## config.mk

```make
export PLATFORM = sky130hd
export DESIGN_NAME = dsdr_cfg
export DESIGN_NICKNAME = d
export VERILOG_FILES = /design/src/rtl/dsdr_pkg.sv /design/src/rtl/dsdr_cfg.sv
export SDC_FILE = /design/constraint.sdc
export NUM_CORES = 1
export LEC_CHECK = 0
export BUFFER_PORTS_ARGS = -buffer_cell sky130_fd_sc_hd__clkbuf_2
export CAP_MARGIN = 5
export CORE_AREA = 2 2 48 50
export DETAILED_ROUTE_END_ITERATION = 8
export DIE_AREA = 0 0 50 52
export PLACE_DENSITY = 0.78
export SKIP_CTS_REPAIR_TIMING = 1
export SLEW_MARGIN = 20
export SYNTH_ARGS = -nofsm -noshare
export SYNTH_HDL_FRONTEND = slang
export SYNTH_SLANG_ARGS = --single-unit
```

## constraint.sdc

```tcl
create_clock -name clk -period 1.1 [get_ports clk]
set_clock_uncertainty 0.1 [all_clocks]
set_input_delay 0.22 -clock clk [delete_from_list [all_inputs] [get_ports clk]]
set_output_delay 0.22 -clock clk [all_outputs]
set_load 0.05 [all_outputs]
```

## src/rtl/dsdr_pkg.sv

```systemverilog
// ----------------------------------------------------------------------------
// dsdr_pkg
// Shared widths, codes and control structs of the set-dueling replacement unit.
// ----------------------------------------------------------------------------
package dsdr_pkg;

  // word field widths
  localparam int OP_W   = 1;
  localparam int SET_W  = 10;
  localparam int WAY_W  = 4;

  // configuration
  localparam int MODE_W = 2;
  localparam int BIPF_W = 6;
  localparam int CNT_W  = 6;

  localparam int APB_ADDR_W = 3;
  localparam int APB_DATA_W = 32;

  localparam logic [0:0] REG_POLICY_MODE = 1'b0;
  localparam logic [0:0] REG_BIP_FREQ    = 1'b1;

  localparam logic [MODE_W-1:0] MODE_LRU    = 2'd0;
  localparam logic [MODE_W-1:0] MODE_RANDOM = 2'd1;
  localparam logic [MODE_W-1:0] MODE_DIP    = 2'd2;

  localparam logic [MODE_W-1:0] MODE_RESET = MODE_LRU;
  localparam logic [BIPF_W-1:0] BIPF_RESET = 6'd32;

  localparam logic [OP_W-1:0] OP_QUERY  = 1'b0;
  localparam logic [OP_W-1:0] OP_UPDATE = 1'b1;

  // Galois LFSR
  localparam int                LFSR_W    = 16;
  localparam logic [LFSR_W-1:0] LFSR_TAPS = 16'hB400;
  localparam logic [LFSR_W-1:0] LFSR_SEED = 16'h0001;

  typedef struct packed {
    logic [MODE_W-1:0] policy_mode;
    logic [BIPF_W-1:0] bip_period;
  } cfg_t;

  // controller -> datapath
  typedef struct packed {
    logic clr_wr;     // write reset row at clear pointer
    logic capture;    // take input word, read its stack row
    logic exec;       // LRU victim out or state update
    logic lfsr_step;  // advance LFSR
    logic rand_mul;   // reciprocal multiply of LFSR
    logic rand_out;   // finish modulo, load random victim
  } cmd_t;

  // datapath -> controller
  typedef struct packed {
    logic clr_last;
    logic is_query;
    logic is_random;
    logic out_free;
  } status_t;

endpackage

```

## src/rtl/dsdr_cfg.sv

```systemverilog
// ----------------------------------------------------------------------------
// dsdr_cfg
// APB register block: policy mode and BIP insertion frequency.
// ----------------------------------------------------------------------------
module dsdr_cfg (
  input  logic                              clk,
  input  logic                              rst,
  input  logic                              psel,
  input  logic                              penable,
  input  logic                              pwrite,
  input  logic [dsdr_pkg::APB_ADDR_W-1:0]   paddr,
  input  logic [dsdr_pkg::APB_DATA_W-1:0]   pwdata,
  output logic [dsdr_pkg::APB_DATA_W-1:0]   prdata,
  output logic                              pready,
  output dsdr_pkg::cfg_t                    cfg
);

  logic       wr_en;
  logic [0:0] reg_idx;

  assign pready  = 1'b1;
  assign reg_idx = paddr[dsdr_pkg::APB_ADDR_W-1];
  assign wr_en   = psel && penable && pwrite && pready;

  always_ff @(posedge clk) begin
    if (rst) begin
      cfg.policy_mode <= dsdr_pkg::MODE_RESET;
      cfg.bip_period  <= dsdr_pkg::BIPF_RESET;
    end else if (wr_en) begin
      unique case (reg_idx)
        dsdr_pkg::REG_POLICY_MODE: cfg.policy_mode <= pwdata[dsdr_pkg::MODE_W-1:0];
        dsdr_pkg::REG_BIP_FREQ:    cfg.bip_period  <= pwdata[dsdr_pkg::BIPF_W-1:0];
        default: ;
      endcase
    end
  end

  always_comb begin
    unique case (reg_idx)
      dsdr_pkg::REG_POLICY_MODE: prdata = dsdr_pkg::APB_DATA_W'(cfg.policy_mode);
      dsdr_pkg::REG_BIP_FREQ:    prdata = dsdr_pkg::APB_DATA_W'(cfg.bip_period);
      default:                   prdata = '0;
    endcase
  end

endmodule

```

-- Yosys cells after proc, flatten, opt, wreduce, memory -nomap -nowiden
Index checks and enable logic that the tools add are counted.
Widths: inputs -> output; s select.
- register bits after elaboration: 8
- output and inout bits: 41
- bits of input ports: 40
- bitwise operators: 1
- muxes and demuxes: 1
- reduce and logical (&&, ||, !) cells: 4
- operator list (operator ; count):
    $pmux 32 s2 ; 1
    $reduce_and 2->1 ; 2
    $logic_and 1x1->1 ; 2
    $not 1->1 ; 1

-- Logic depth before layout (Yosys ltp)
- word-level depth: 3
- mapped depth: 3
- mapped depth without buffers: 2

-- Worst setup path after synthesis
OpenSTA, ideal clock, no wires.
- path type: register -> output
- start point: reg cfg[0] (netlist name)
- end point: out prdata[0] (netlist name)
- data required time: 780 ps
- path slack: -269 ps
- arrival time: 1049 ps
- cell stages (with the launch flop): 2
- path buffers: 0
- cells stage by stage: dfxtp_1 mux2_2
- longest elaborated chain between the ends: 1
- RTL lines (item ; line ; text):
    from (decl) ; dsdr_cfg.sv:15 ; output dsdr_pkg::cfg_t cfg
    $pmux 32 s2 ; dsdr_cfg.sv:39 ; unique case (reg_idx)
    to (decl) ; dsdr_cfg.sv:13 ; output logic [dsdr_pkg::APB_DATA_W-1:0] prdata,
No other way between the ends. The select of a mux whose other input is x is not followed.

-- Worst setup path after layout
- start point: reg cfg[7] (netlist name)
- end point: out prdata[1] (netlist name)
The elaborated chain is that of the path after synthesis.

==> impl_metrics.json <==
{
  "status": "finished, violations left",
  "violations": "negative setup slack",
  "synth_compound_area_share_pct": 0,
  "muxShareOfSynthArea_pct": 16.4,
  "synth_cells": 70,
  "required_ps": 780,
  "rsz0062_at_grt": "yes",
  "wl_per_cell_um": 9.44,
  "fill_cells": 207,
  "reg_top3": "cfg x8",
  "dieArea_um2": 2600,
  "drtIter0Drc": 4,
  "clk_pin_slew_ps": 60,
  "yosys_warnings": 0,
  "routed_wl_mm": 1.26,
  "drc": 0,
  "reg2regPathDepth": 5,
  "fp-row-count": 17,
  "root_buffer": "clkbuf_4",
  "layout-drive-gt1-share_pct": 49.5,
  "io_pins": 81,
  "synth_top_family_by_area": "buffers and inverters",
  "ys_types": 13,
  "r2r-end": "cfg[7]$_SDFFE_PP0P_",
  "start_util_pct": 29.7,
  "finalWorstSetupSlack_ps": -235,
  "die_h_um": 52,
  "cp.arrival_ps": 1010,
  "path_max_fanout": 2,
  "critPathKind": "flop to output pin",
  "largest_register": "cfg",
  "grt_overflow": 0,
  "fin_crit_sh_pct": 121,
  "clk_latency_ps": 260,
  "worst_path_max_delay_cell": "dfxtp_4",
  "place_area_um2": 749,
  "n_antenna_cell": 0,
  "multiInputGateArea_um2": 354,
  "ant_nets": 0,
  "post-route-min-period_ps": 1330,
  "min_path_cells": 3,
  "cts_max_level": 1,
  "max_stage_delay_ps": 340,
  "max_freq_ghz": 0.749,
  "leakage_nw": 0.468,
  "hold_path_class": "input port to flop",
  "ir_worst_vdd_v": 0.000727,
  "start_kind": "flop",
  "cts_buffer_depth": 2,
  "final-setup-viol-count": 10,
  "holdWs_ps": 105,
  "syn-mean-instance-area_um2": 8.94,
  "yosysSeqAreaShare_pct": 25.6,
  "r2r-start": "cfg[7]$_SDFFE_PP0P_",
  "maxCapViolCount": 0,
  "synth-xor-area-share_pct": 0,
  "synth_seq_cells": 8,
  "area_growth_pct": 48.4,
  "synth_adder_area_share_pct": 0,
  "cts_sinks": 8,
  "pre_cts_ws_ps": -184,
  "cts_made_buffers": 3,
  "num-nets-final": 146,
  "holdCritStartpoint": "pwdata[4]",
  "drt_pass1_iterations": 4,
  "synthSimpleGateAreaFrac_pct": 22.0,
  "grt_pass1_wl_mm": 1.55,
  "ff_latch_area_um2": 175,
  "grtUsageTotal_pct": 8.64,
  "rrSetupSlack_ps": 80,
  "place_congestion": 0.634,
  "port_buffers": 25,
  "crit_chain": "mux2_4, buf_6",
  "viasPerCell": 3.82,
  "cp-startpoint": "cfg[7]$_SDFFE_PP0P_",
  "grt_max_degree": 15,
  "p_per_area_nw_per_um2": 974,
  "core-area_um2": 2110,
  "hold_viol": 0,
  "final_max_slew_viol_count": 0,
  "tritoncts": "yes",
  "stdcell_area_um2": 928,
  "largest_reg_flops": 8,
  "grt_antenna_before_repair": 0,
  "crit_end": "prdata[1]",
  "synth_area_um2": 626,
  "die_x_um": 50,
  "end_kind": "output pin",
  "grt_pass1_vias": 387,
  "num_vias": 508
}
-- cells in the final DEF (no fill, tap or decap) --
cell type / instances
and2_4: 4
and4_1: 1
and4b_1: 1
buf_12: 1
buf_4: 6
buf_6: 10
buf_8: 7
clkbuf_1: 1
clkbuf_2: 11
clkbuf_4: 3
conb_1: 27
dfxtp_2: 6
dfxtp_4: 2
mux2_4: 2
mux2i_1: 8
nand2b_1: 12
nand4_1: 1
nor2_1: 2
-- final cells by class --
cell class                      instances  share of cell area, %
Multi-Input combinational cell         58                   38.1
Timing Repair Buffer                   35                   36.4
Clock buffer                            4                   2.83
Tap cell                               28                   3.77
Sequential cell                         8                   18.9
-- worst max-delay path, delay by kind of cell (launching register included) --
family                 cells  cell delay [ps]
buffers and inverters      1              150
flip-flops                 1              340
multiplexers               1              260
-- Yosys cell counts --
cell type / n / area (µm²)
buf_4: 27 / 203
nand2b_1: 12 / 75.1
dfxtp_1: 8 / 160
mux2i_1: 8 / 80.1
and2_2: 4 / 30.0
conb_1: 2 / 7.51
mux2_2: 2 / 22.5
nor2_1: 2 / 7.51
and4_1: 1 / 8.76
and4b_1: 1 / 10.0
buf_6: 1 / 11.3
clkbuf_1: 1 / 3.75
nand4_1: 1 / 6.26
-- through the flow --
step | instances | util [%] | TNS, ps | power, mW
4_1_cts | 129 | 36.8 | -2490 | 0.888
3_3_place_gp | 125 | 35.6 | -1120 | 0.632
5_1_grt | 133 | 44.1 | -1440 | 0.941
2_1_floorplan | 95 | - | -3.92 | 0.659
3_5_place_dp | 125 | 35.6 | -1290 | 0.636
6_report | 133 | 44.1 | -1190 | 0.904
-- layer usage --
metal  global-route usage, %  up-vias  wire length [µm]
li1                        -      239                 -
met1                    8.07      227               406
met2                    14.9       40               687
met3                    5.17        2               150
met4                    4.17        0                10
met5                       0        -                 0
-- worst min-delay path by stage --
stage          slack (ps)             endpoint
2_1_floorplan         270  cfg[2]$_SDFFE_PP0P_
3_3_place_gp          360  cfg[4]$_SDFFE_PP0P_
3_5_place_dp          370  cfg[4]$_SDFFE_PP0P_
4_1_cts               100  cfg[4]$_SDFFE_PP0P_
5_1_grt               120  cfg[3]$_SDFFE_PP0P_
6_report              110  cfg[4]$_SDFFE_PP0P_
-- power breakdown --
group | leakage (nW) | switching (mW) | total [mW] | internal, mW
clock network | 0.0150 | 0.104 | 0.243 | 0.139
registers | 0.0683 | 0.00514 | 0.299 | 0.294
logic | 0.385 | 0.283 | 0.363 | 0.0792
total | 0.468 | 0.392 | 0.904 | 0.512
-- kinds of logic (layout without fill, tap and decap cells) --
group,Yosys count,after routing
DFF,8,8
other,2,27
muxes,10,10
buffers and inverters,29,39
and+or+nand+nor,21,21
Power figures use the tool's default switching activity.
