[config.mk]
export PLATFORM = sky130hd
export DESIGN_NAME = dsdr_ctrl
export DESIGN_NICKNAME = d
export VERILOG_FILES = /design/src/rtl/dsdr_pkg.sv /design/src/rtl/dsdr_ctrl.sv
export SDC_FILE = /design/constraint.sdc
export NUM_CORES = 1
export LEC_CHECK = 0
export BUFFER_PORTS_ARGS = -buffer_cell sky130_fd_sc_hd__buf_4
export CORE_AREA = 2 2 39 41
export CTS_BUF_LIST = sky130_fd_sc_hd__clkbuf_16
export DETAILED_ROUTE_END_ITERATION = 7
export DIE_AREA = 0 0 41 43
export HOLD_SLACK_MARGIN = 0.02
export PLACE_DENSITY = 0.39
export RECOVER_POWER = 50
export SKIP_LAST_GASP = 1
export SLEW_MARGIN = 40
export SYNTH_ARGS = -nofsm -noshare
export SYNTH_HDL_FRONTEND = slang
export SYNTH_SLANG_ARGS = --single-unit
[constraint.sdc]
create_clock -name clk -period 1.4 [get_ports clk]
set_input_delay 0.21 -clock clk [delete_from_list [all_inputs] [get_ports clk]]
set_output_delay 0.21 -clock clk [all_outputs]
set_load 0.005 [all_outputs]
[src/rtl/dsdr_pkg.sv]
// ----------------------------------------------------------------------------
// dsdr_pkg
// Shared widths, codes and control structs of the set-dueling replacement unit.
// ----------------------------------------------------------------------------
package dsdr_pkg;

  // word field widths
  localparam int OP_W   = 1;
  localparam int SET_W  = 10;
  localparam int WAY_W  = 4;

  // configuration
  localparam int MODE_W = 2;
  localparam int BIPF_W = 6;
  localparam int CNT_W  = 6;

  localparam int APB_ADDR_W = 3;
  localparam int APB_DATA_W = 32;

  localparam logic [0:0] REG_POLICY_MODE = 1'b0;
  localparam logic [0:0] REG_BIP_FREQ    = 1'b1;

  localparam logic [MODE_W-1:0] MODE_LRU    = 2'd0;
  localparam logic [MODE_W-1:0] MODE_RANDOM = 2'd1;
  localparam logic [MODE_W-1:0] MODE_DIP    = 2'd2;

  localparam logic [MODE_W-1:0] MODE_RESET = MODE_LRU;
  localparam logic [BIPF_W-1:0] BIPF_RESET = 6'd32;

  localparam logic [OP_W-1:0] OP_QUERY  = 1'b0;
  localparam logic [OP_W-1:0] OP_UPDATE = 1'b1;

  // Galois LFSR
  localparam int                LFSR_W    = 16;
  localparam logic [LFSR_W-1:0] LFSR_TAPS = 16'hB400;
  localparam logic [LFSR_W-1:0] LFSR_SEED = 16'h0001;

  typedef struct packed {
    logic [MODE_W-1:0] policy_mode;
    logic [BIPF_W-1:0] bip_period;
  } cfg_t;

  // controller -> datapath
  typedef struct packed {
    logic clr_wr;     // write reset row at clear pointer
    logic capture;    // take input word, read its stack row
    logic exec;       // LRU victim out or state update
    logic lfsr_step;  // advance LFSR
    logic rand_mul;   // reciprocal multiply of LFSR
    logic rand_out;   // finish modulo, load random victim
  } cmd_t;

  // datapath -> controller
  typedef struct packed {
    logic clr_last;
    logic is_query;
    logic is_random;
    logic out_free;
  } status_t;

endpackage

[src/rtl/dsdr_ctrl.sv]
// ----------------------------------------------------------------------------
// dsdr_ctrl
// Sequencer: clear pass, word accept, execute, random-victim modulo steps.
// ----------------------------------------------------------------------------
module dsdr_ctrl (
  input  logic               clk,
  input  logic               rst,
  input  logic               req_valid,
  output logic               req_ready,
  input  dsdr_pkg::status_t  st,
  output dsdr_pkg::cmd_t     cmd
);

  localparam logic [2:0] S_CLEAR = 3'd0;
  localparam logic [2:0] S_IDLE  = 3'd1;
  localparam logic [2:0] S_EXEC  = 3'd2;
  localparam logic [2:0] S_RMUL  = 3'd3;
  localparam logic [2:0] S_RFIN  = 3'd4;

  logic [2:0] state;
  logic [2:0] state_next;

  always_ff @(posedge clk) begin
    if (rst) begin
      state <= S_CLEAR;
    end else begin
      state <= state_next;
    end
  end

  always_comb begin
    state_next = state;
    cmd        = '0;
    req_ready  = 1'b0;
    unique case (state)
      S_CLEAR: begin
        cmd.clr_wr = 1'b1;
        if (st.clr_last) state_next = S_IDLE;
      end
      S_IDLE: begin
        req_ready = 1'b1;
        if (req_valid) begin
          cmd.capture = 1'b1;
          state_next  = S_EXEC;
        end
      end
      S_EXEC: begin
        if (st.is_query && st.is_random) begin
          cmd.lfsr_step = 1'b1;
          state_next    = S_RMUL;
        end else if (!st.is_query || st.out_free) begin
          // a query waits here until the output register frees up
          cmd.exec   = 1'b1;
          state_next = S_IDLE;
        end
      end
      S_RMUL: begin
        cmd.rand_mul = 1'b1;
        state_next   = S_RFIN;
      end
      S_RFIN: begin
        if (st.out_free) begin
          cmd.rand_out = 1'b1;
          state_next   = S_IDLE;
        end
      end
      default: state_next = S_CLEAR;
    endcase
  end

  a_clear_ends: assert property (@(posedge clk) disable iff (rst)
    (state == S_CLEAR && st.clr_last) |=> (state == S_IDLE))
    else $error("clear pass did not hand over to idle");

endmodule

# Yosys cells after proc, flatten, opt, wreduce, memory -nomap -nowiden
# Cells that the tools add are included.
dict set report totals {
  input_bits 7
  regBits 3
}
dict set report classes {
  muxes 17
  n_eq_ne 8
  n_reduce_logical 5
}
# op n
set op_table {}
lappend op_table {{two-way mux 3 bit} 5}
lappend op_table {{one-hot mux 3 bit (5 select lines)} 1}
lappend op_table {{two-way mux 1 bit} 10}
lappend op_table {{== test 3 x 2 -> 1 bit (second input constant)} 2}
lappend op_table {{!= test 2 bit (second input constant)} 3}
lappend op_table {{AND reduction 4 bit} 1}
lappend op_table {{== test 3 x 1 -> 1 bit (second input constant)} 1}
lappend op_table {{== test 3 bit (second input constant)} 1}
lappend op_table {{zero test 3 bit} 1}
lappend op_table {{!= test 3 bit (second input constant)} 1}
lappend op_table {{two-way mux 2 bit} 1}
lappend op_table {{logical AND 1 bit} 1}
lappend op_table {{zero test 1 bit} 1}
lappend op_table {{logical OR 1 bit} 1}

# Logic depth before layout (Yosys ltp)
# Gate-level depths: netlist of the first run.
dict set report logic_depth {
  ltp_word 5
  ltp_mapped 4
  depth_no_buf 3
}

# Worst setup path before layout of the first run
# No wires, ideal clock.
dict set report synth_path {
  kind {register to output}
  startpoint {register state[2]}
  endpoint {output port cmd[3] (netlist bit)}
  setup_slack_ns 0.294
  t_arrival_ns 0.896
  path_stages_with_launch 4
  path_cell_list {dfxtp_1 > buf_4 > nor3b_1 > a21boi_0}
}
# item line_no
set synth_rtl {}
lappend synth_rtl {{start, declared} dsdr_ctrl.sv:20} ;# logic [2:0] state;
lappend synth_rtl {{start signal, assigned} dsdr_ctrl.sv:27} ;# state <= state_next;
lappend synth_rtl {{end, declared} dsdr_ctrl.sv:11} ;# output dsdr_pkg::cmd_t cmd

==> flow_summary.json, run 1 <==
{
  "slew_headroom": 0.818,
  "routabilityCongestion": 0.672,
  "status": "completed",
  "finish.utilization": 0.308,
  "nFillCells": 152,
  "drc_errors": 0,
  "synthFlopType": "dfxtp_1",
  "rr_worst_depth": 3,
  "r2r-start": "state[2]",
  "synth_top_area_cell": "dfxtp_1",
  "overflow": 0,
  "crit_fanout": 6,
  "holdPathStages": 2,
  "drive_above_1_share": 0.548,
  "crit_type": "register to output pin",
  "synth_area_leaders": "dfxtp_1, nor3b_2, mux2_1, nor2_1, a222oi_1",
  "grt_pass1_wl_um": 1040,
  "clk_pin_slew_ps": 30,
  "top_regs": "state x3",
  "dr.pass1.iters": 4,
  "layout.nets": 50,
  "synth_cell_types": 20,
  "synth-edff-count": 0,
  "rows": 14,
  "p_leak_nw": 0.207,
  "async_reset_ff_frac": 0,
  "end_kind": "output pin",
  "largest_register_ff_count": 3,
  "hold_end": "state[0]",
  "finClkSkew_ps": 1.01,
  "max_clock_freq_mhz": 744,
  "clk_path_buf_depth": 2,
  "rsz0062_at_grt": "true",
  "viasPerCell": 4.22,
  "finalSetupViolations": 0,
  "via_count": 245,
  "cap_violations": 0,
  "min-delay-start": "rst",
  "grt_max_degree": 9,
  "reg2reg_slack_ps": 240,
  "area_growth_pct": 99.4,
  "first_global_vias": 227,
  "required_ps": 1190,
  "io_buffers": 13,
  "finalHoldWorstSlack_ps": 166,
  "powerDensity_nw_per_um2": 1430,
  "antenna_found_initial": 0,
  "synth_seq_cells": 3,
  "fin_crit_ps": 1340,
  "initial_utilization": 0.155,
  "drv_slew": 0,
  "hold_path_class": "input port to register",
  "yosysWarnings": 0,
  "hold_viol": 0,
  "ios": 14,
  "die_y_um": 43,
  "syn_area_per_cell_um2": 8.56,
  "postSynthNetCount": 32,
  "synth_top_area_frac": 0.281,
  "syn-cell-area_um2": 214,
  "period_share": 0.960,
  "cts_made_buffers": 3,
  "wire_per_inst_um": 10.6,
  "worstMarginPinSlew_ps": 273,
  "clock-sinks": 3,
  "track_usage": 0.0963,
  "crit_arrival_ps": 1130,
  "antenna_cells": 0,
  "clk_latency_ps": 220,
  "syn-instance-count": 25,
  "finalSetupTns_ps": 0,
  "htree_levels": 1,
  "drt_wl_total_um": 615,
  "ant_nets": 0,
  "cts_setup_buffers": 0,
  "rr_endpoint": "state[0]",
  "regMostFlops": "state",
  "cts_tree": "yes",
  "start_kind": "register",
  "fp.coreArea_um2": 1380,
  "die_w_um": 41,
  "die-area_um2": 1760,
  "yosys-top-cells-count": "dfxtp_1, nor2_1, inv_1",
  "drt_iter0_drc": 10,
  "ys_seq_area_frac": 0.281,
  "vdd_ir_drop_max_mv": 0.493,
  "root_buffer": "clkbuf_16"
}
==> area by class of cell <==
class / count / area [um^2] / area share
flip-flops and latches: 3 / 62.6 / 0.147
clock inverters: 1 / 3.75 / 0.00880
repair buffers: 14 / 105 / 0.246
multi-input cells: 19 / 153 / 0.358
well taps: 16 / 20.0 / 0.0469
clock buffers: 3 / 75.1 / 0.176
inverters: 2 / 7.51 / 0.0176
==> where the power goes <==
part | internal (W) | switching [W]
Sequential | 0.0000915 | 0.00000687
Clock | 0.000368 | 0.0000755
Combinational | 0.0000435 | 0.0000267
==> how the worst max path moves through the flow <==
stage | startpoint | to | cells after the start
after global routing | state[2] | cmd[3] | 3
after detailed placement | state[2] | cmd[3] | 3
after floorplan | state[2] | cmd[3] | 3
after CTS | state[0] | cmd[4] | 3
after global placement | state[2] | cmd[3] | 3
final | state[1] | cmd[4] | 4
==> repair_timing <==
action	4_1_cts	5_1_grt
hold buffers	0	0
setup endpoints to repair	2	4
endpoints found under the hold margin	0	0
resized for setup	2	4
pin swaps	1	1
gates cloned	0	0
==> placed cells by master (no fill, tap or decap) <==
cell type,count
nand4b_1,1
nand2b_1,1
clkbuf_16,3
buf_4,14
nor3_1,1
dfxtp_2,2
dfxtp_1,1
mux2_1,1
and3_2,1
and2_1,1
nor2_2,1
a21boi_1,1
and3b_1,1
and3_1,1
a31oi_1,1
a222oi_1,1
nor3b_4,1
nor2_1,2
or3b_1,1
nand3b_1,1
inv_1,3
nor3b_2,1
a211oi_1,1
==> routing by layer <==
metal,up-vias,global-route usage,part of all wire
met2,14,0.103,0.41
met1,102,0.122,0.45
li1,127,-,-
met4,0,0.0800,0.018
met3,2,0.0681,0.11
met5,-,0,0
==> logic make-up (layout without fill, tap and decap cells) <==
group	after synthesis	after routing	share of synthesized area
buffers and inverters	3	20	0.0702
and+or+nand+nor	14	14	0.450
DFF	3	3	0.281
muxes	1	1	0.0526
AOI/OAI and AO/OA	4	4	0.146
==> stage by stage <==
step                instances  total power, W  instance area (um^2)  setup slack, ps
finish                     58        0.000612                   427             56.5
global route               58        0.000637                   427           -0.896
CTS                        58        0.000615                   415            -5.77
detailed placement         54        0.000164                   332              150
global placement           54        0.000164                   332              129
floorplan                  25        0.000124                   214              294
==> critical path, stage by stage, from the launching register on <==
cell,delay [ps]
dfxtp_1,300
buf_4,150
nor3b_4,210
and2_1,150
buf_4,100
(Power assumes the default switching activity.)
==> run 2: changes to the inputs <==
--- a/config.mk
+++ b/config.mk
@@ -5,13 +5,14 @@
 export SDC_FILE = /design/constraint.sdc
 export NUM_CORES = 1
 export LEC_CHECK = 0
+export ABC_AREA = 1
 export BUFFER_PORTS_ARGS = -buffer_cell sky130_fd_sc_hd__buf_4
 export CORE_AREA = 2 2 39 41
 export CTS_BUF_LIST = sky130_fd_sc_hd__clkbuf_16
 export DETAILED_ROUTE_END_ITERATION = 7
 export DIE_AREA = 0 0 41 43
 export HOLD_SLACK_MARGIN = 0.02
-export PLACE_DENSITY = 0.39
+export PLACE_DENSITY = 0.44
 export RECOVER_POWER = 50
 export SKIP_LAST_GASP = 1
 export SLEW_MARGIN = 40
==> run 2 against run 1 <==
Combinational power grew to 6.3 times the previous value; via count is 35% higher; cell count is 43% higher; largest cell class unchanged; largest power group is now combinational cells.
==> flow_summary.json, run 2 <==
{
  "layout.nets": 75,
  "required_ps": 1190,
  "p_leak_nw": 0.279,
  "routabilityCongestion": 0.706,
  "hold_path_class": "input port to register",
  "path_cells": "nor2_1, nand2_1, nor2_1, buf_4",
  "yosysWarnings": 0,
  "die-area_um2": 1760,
  "crit_fanout": 7,
  "postSynthNetCount": 56,
  "dp.cells": 78,
  "grt_max_degree": 8,
  "yosys-top-cells-count": "inv_1, nor2_1, nand2_1",
  "r2r-start": "state[1]",
  "rr_endpoint": "state[0]",
  "cap_violations": 0,
  "end_kind": "output pin",
  "final_common_cell": "buf_4",
  "final-seq-area_um2": 62.6,
  "synthFlopType": "dfxtp_1",
  "cp_slowest_cell": "dfxtp_1",
  "cts_tree": "yes",
  "slew_headroom": 0.837,
  "worst-path-buf-inv": 1,
  "fp.coreArea_um2": 1380,
  "top_regs": "state x3",
  "area_growth_pct": 76.3,
  "hold_end": "state[2]",
  "synth_top_area_cell": "dfxtp_1",
  "wire_per_inst_um": 7.92,
  "synth-edff-count": 0,
  "min-delay-start": "rst",
  "synth_area_leaders": "dfxtp_1, inv_1, nor2_1, nand2_1, nand3_1",
  "worst_path_most_repeated_cell": "nor2_1",
  "vdd_ir_drop_max_mv": 0.813,
  "synth_cell_types": 15,
  "drt_wl_total_um": 657,
  "async_reset_ff_frac": 0,
  "clk_latency_ps": 220,
  "htree_levels": 1,
  "crit_start": "state[1]",
  "crit_type": "register to output pin",
  "status": "completed",
  "rsz0062_at_grt": "false",
  "holdPathStages": 2,
  "clk_path_buf_depth": 2,
  "clk_pin_slew_ps": 30,
  "finalHoldWorstSlack_ps": 145,
  "critical-path-top-delay-family": "simple AND/OR/NAND/NOR gates",
  "max_clock_freq_mhz": 775,
  "fin_crit_ps": 1290,
  "drv_slew": 0,
  "finalSetupViolations": 0,
  "via_count": 330,
  "grt_pass1_wl_um": 1130,
  "initial_utilization": 0.198,
  "crit_arrival_ps": 1080,
  "drive_above_1_share": 0.403,
  "syn-cell-area_um2": 274,
  "first_global_vias": 295,
  "syn_area_per_cell_um2": 5.59,
  "finish.utilization": 0.349,
  "synth_most_common_cell": "inv_1",
  "die_w_um": 41,
  "drc_errors": 0,
  "syn-instance-count": 49,
  "finClkSkew_ps": 2.44,
  "period_share": 0.922,
  "rr_worst_depth": 6,
  "viasPerCell": 3.98,
  "hold_viol": 0,
  "layout_common_cells": "buf_4, inv_1, nor2_1, nand2_1, nand3_1",
  "dr.pass1.iters": 4,
  "ys_seq_area_frac": 0.219,
  "overflow": 0,
  "multiInputGateArea_um2": 168,
  "largest_register_ff_count": 3,
  "worstMarginPinSlew_ps": 244,
  "nFillCells": 157,
  "antenna_cells": 0,
  "synth_top_area_frac": 0.219,
  "powerDensity_nw_per_um2": 2190,
  "reg2reg_slack_ps": 200,
  "ant_nets": 0,
  "io_buffers": 13,
  "drt_iter0_drc": 6,
  "final_cells": 83,
  "regMostFlops": "state",
  "place_hpwl_um": 530,
  "rows": 14,
  "synth_seq_cells": 3,
  "finalSetupTns_ps": 0,
  "antenna_found_initial": 0,
  "die_y_um": 43,
  "slowest_delay_ps": 350,
  "root_buffer": "clkbuf_16",
  "ios": 14,
  "track_usage": 0.0983,
  "start_kind": "register",
  "cts_made_buffers": 3,
  "clock-sinks": 3
}
run 2: cell count changes after synthesis, moves of 2 or more:
cell / delta
inv_2: +2
nor2_2: +3
nor2_1: +6
inv_1: +9
nand3_1: +5
nand2_1: +8
run 2: cells by family after synthesis:
family | count (synthesis) | share of synthesized area
AO/OA/AOI/OAI | 3 | 0.0639
flip-flops | 3 | 0.219
AND/OR/NAND/NOR | 30 | 0.539
buffers and inverters | 13 | 0.178
run 2: repair_timing:
action | CTS | global route
pin swaps | 1 | 1
hold buffers | 0 | 0
setup endpoints to repair | 1 | 4
setup buffers | 1 | 0
gates resized for setup | 0 | 3
run 2: report_power, final:
| group | internal, W | switching (W) | leakage, nW |
|---|---|---|---|
| logic | 0.000213 | 0.000227 | 0.211 |
| registers | 0.000122 | 0.0000545 | 0.0254 |
| clock network | 0.000368 | 0.0000715 | 0.0423 |
| total | 0.000703 | 0.000353 | 0.279 |
run 2: final cells by class:
class,instances,area share
Multi-Input combinational cell,33,0.347
Timing Repair Buffer,14,0.218
Clock buffer,3,0.155
Sequential cell,3,0.130
Inverter,13,0.101
Tap cell,16,0.0415
Clock inverter,1,0.00777
run 2: worst reg2reg max path, stage by stage, from the launching register on:
cell and delay, ps:
dfxtp_1 350, nor2_1 230, nand3_1 180, o21ai_1 140, nor2_2 50, nor2_1 80
nor2_1 50
run 2: worst max-delay path by stage:
stage,to,slack (ps),cells after the start
floorplan,state[1],400,7
global placement,cmd[3],240,4
detailed placement,cmd[3],230,4
CTS,cmd[3],4,4
global route,cmd[0],10,4
finish,cmd[0],110,4
run 2: routing by layer:
layer,track usage,part of all wire,wire (um)
met5,0,0,0
met4,0.0600,0,0
met3,0.0471,0.068,45
met2,0.125,0.45,294
met1,0.128,0.48,317
run 2: stage by stage:
stage | setup slack, ps | power, W | cell area (um^2)
2_1_floorplan | 404 | 0.000445 | 274
3_3_place_gp | 236 | 0.000605 | 392
3_5_place_dp | 226 | 0.000603 | 392
4_1_cts | 3.86 | 0.00107 | 478
5_1_grt | 12.8 | 0.00115 | 483
6_report | 109 | 0.00106 | 483
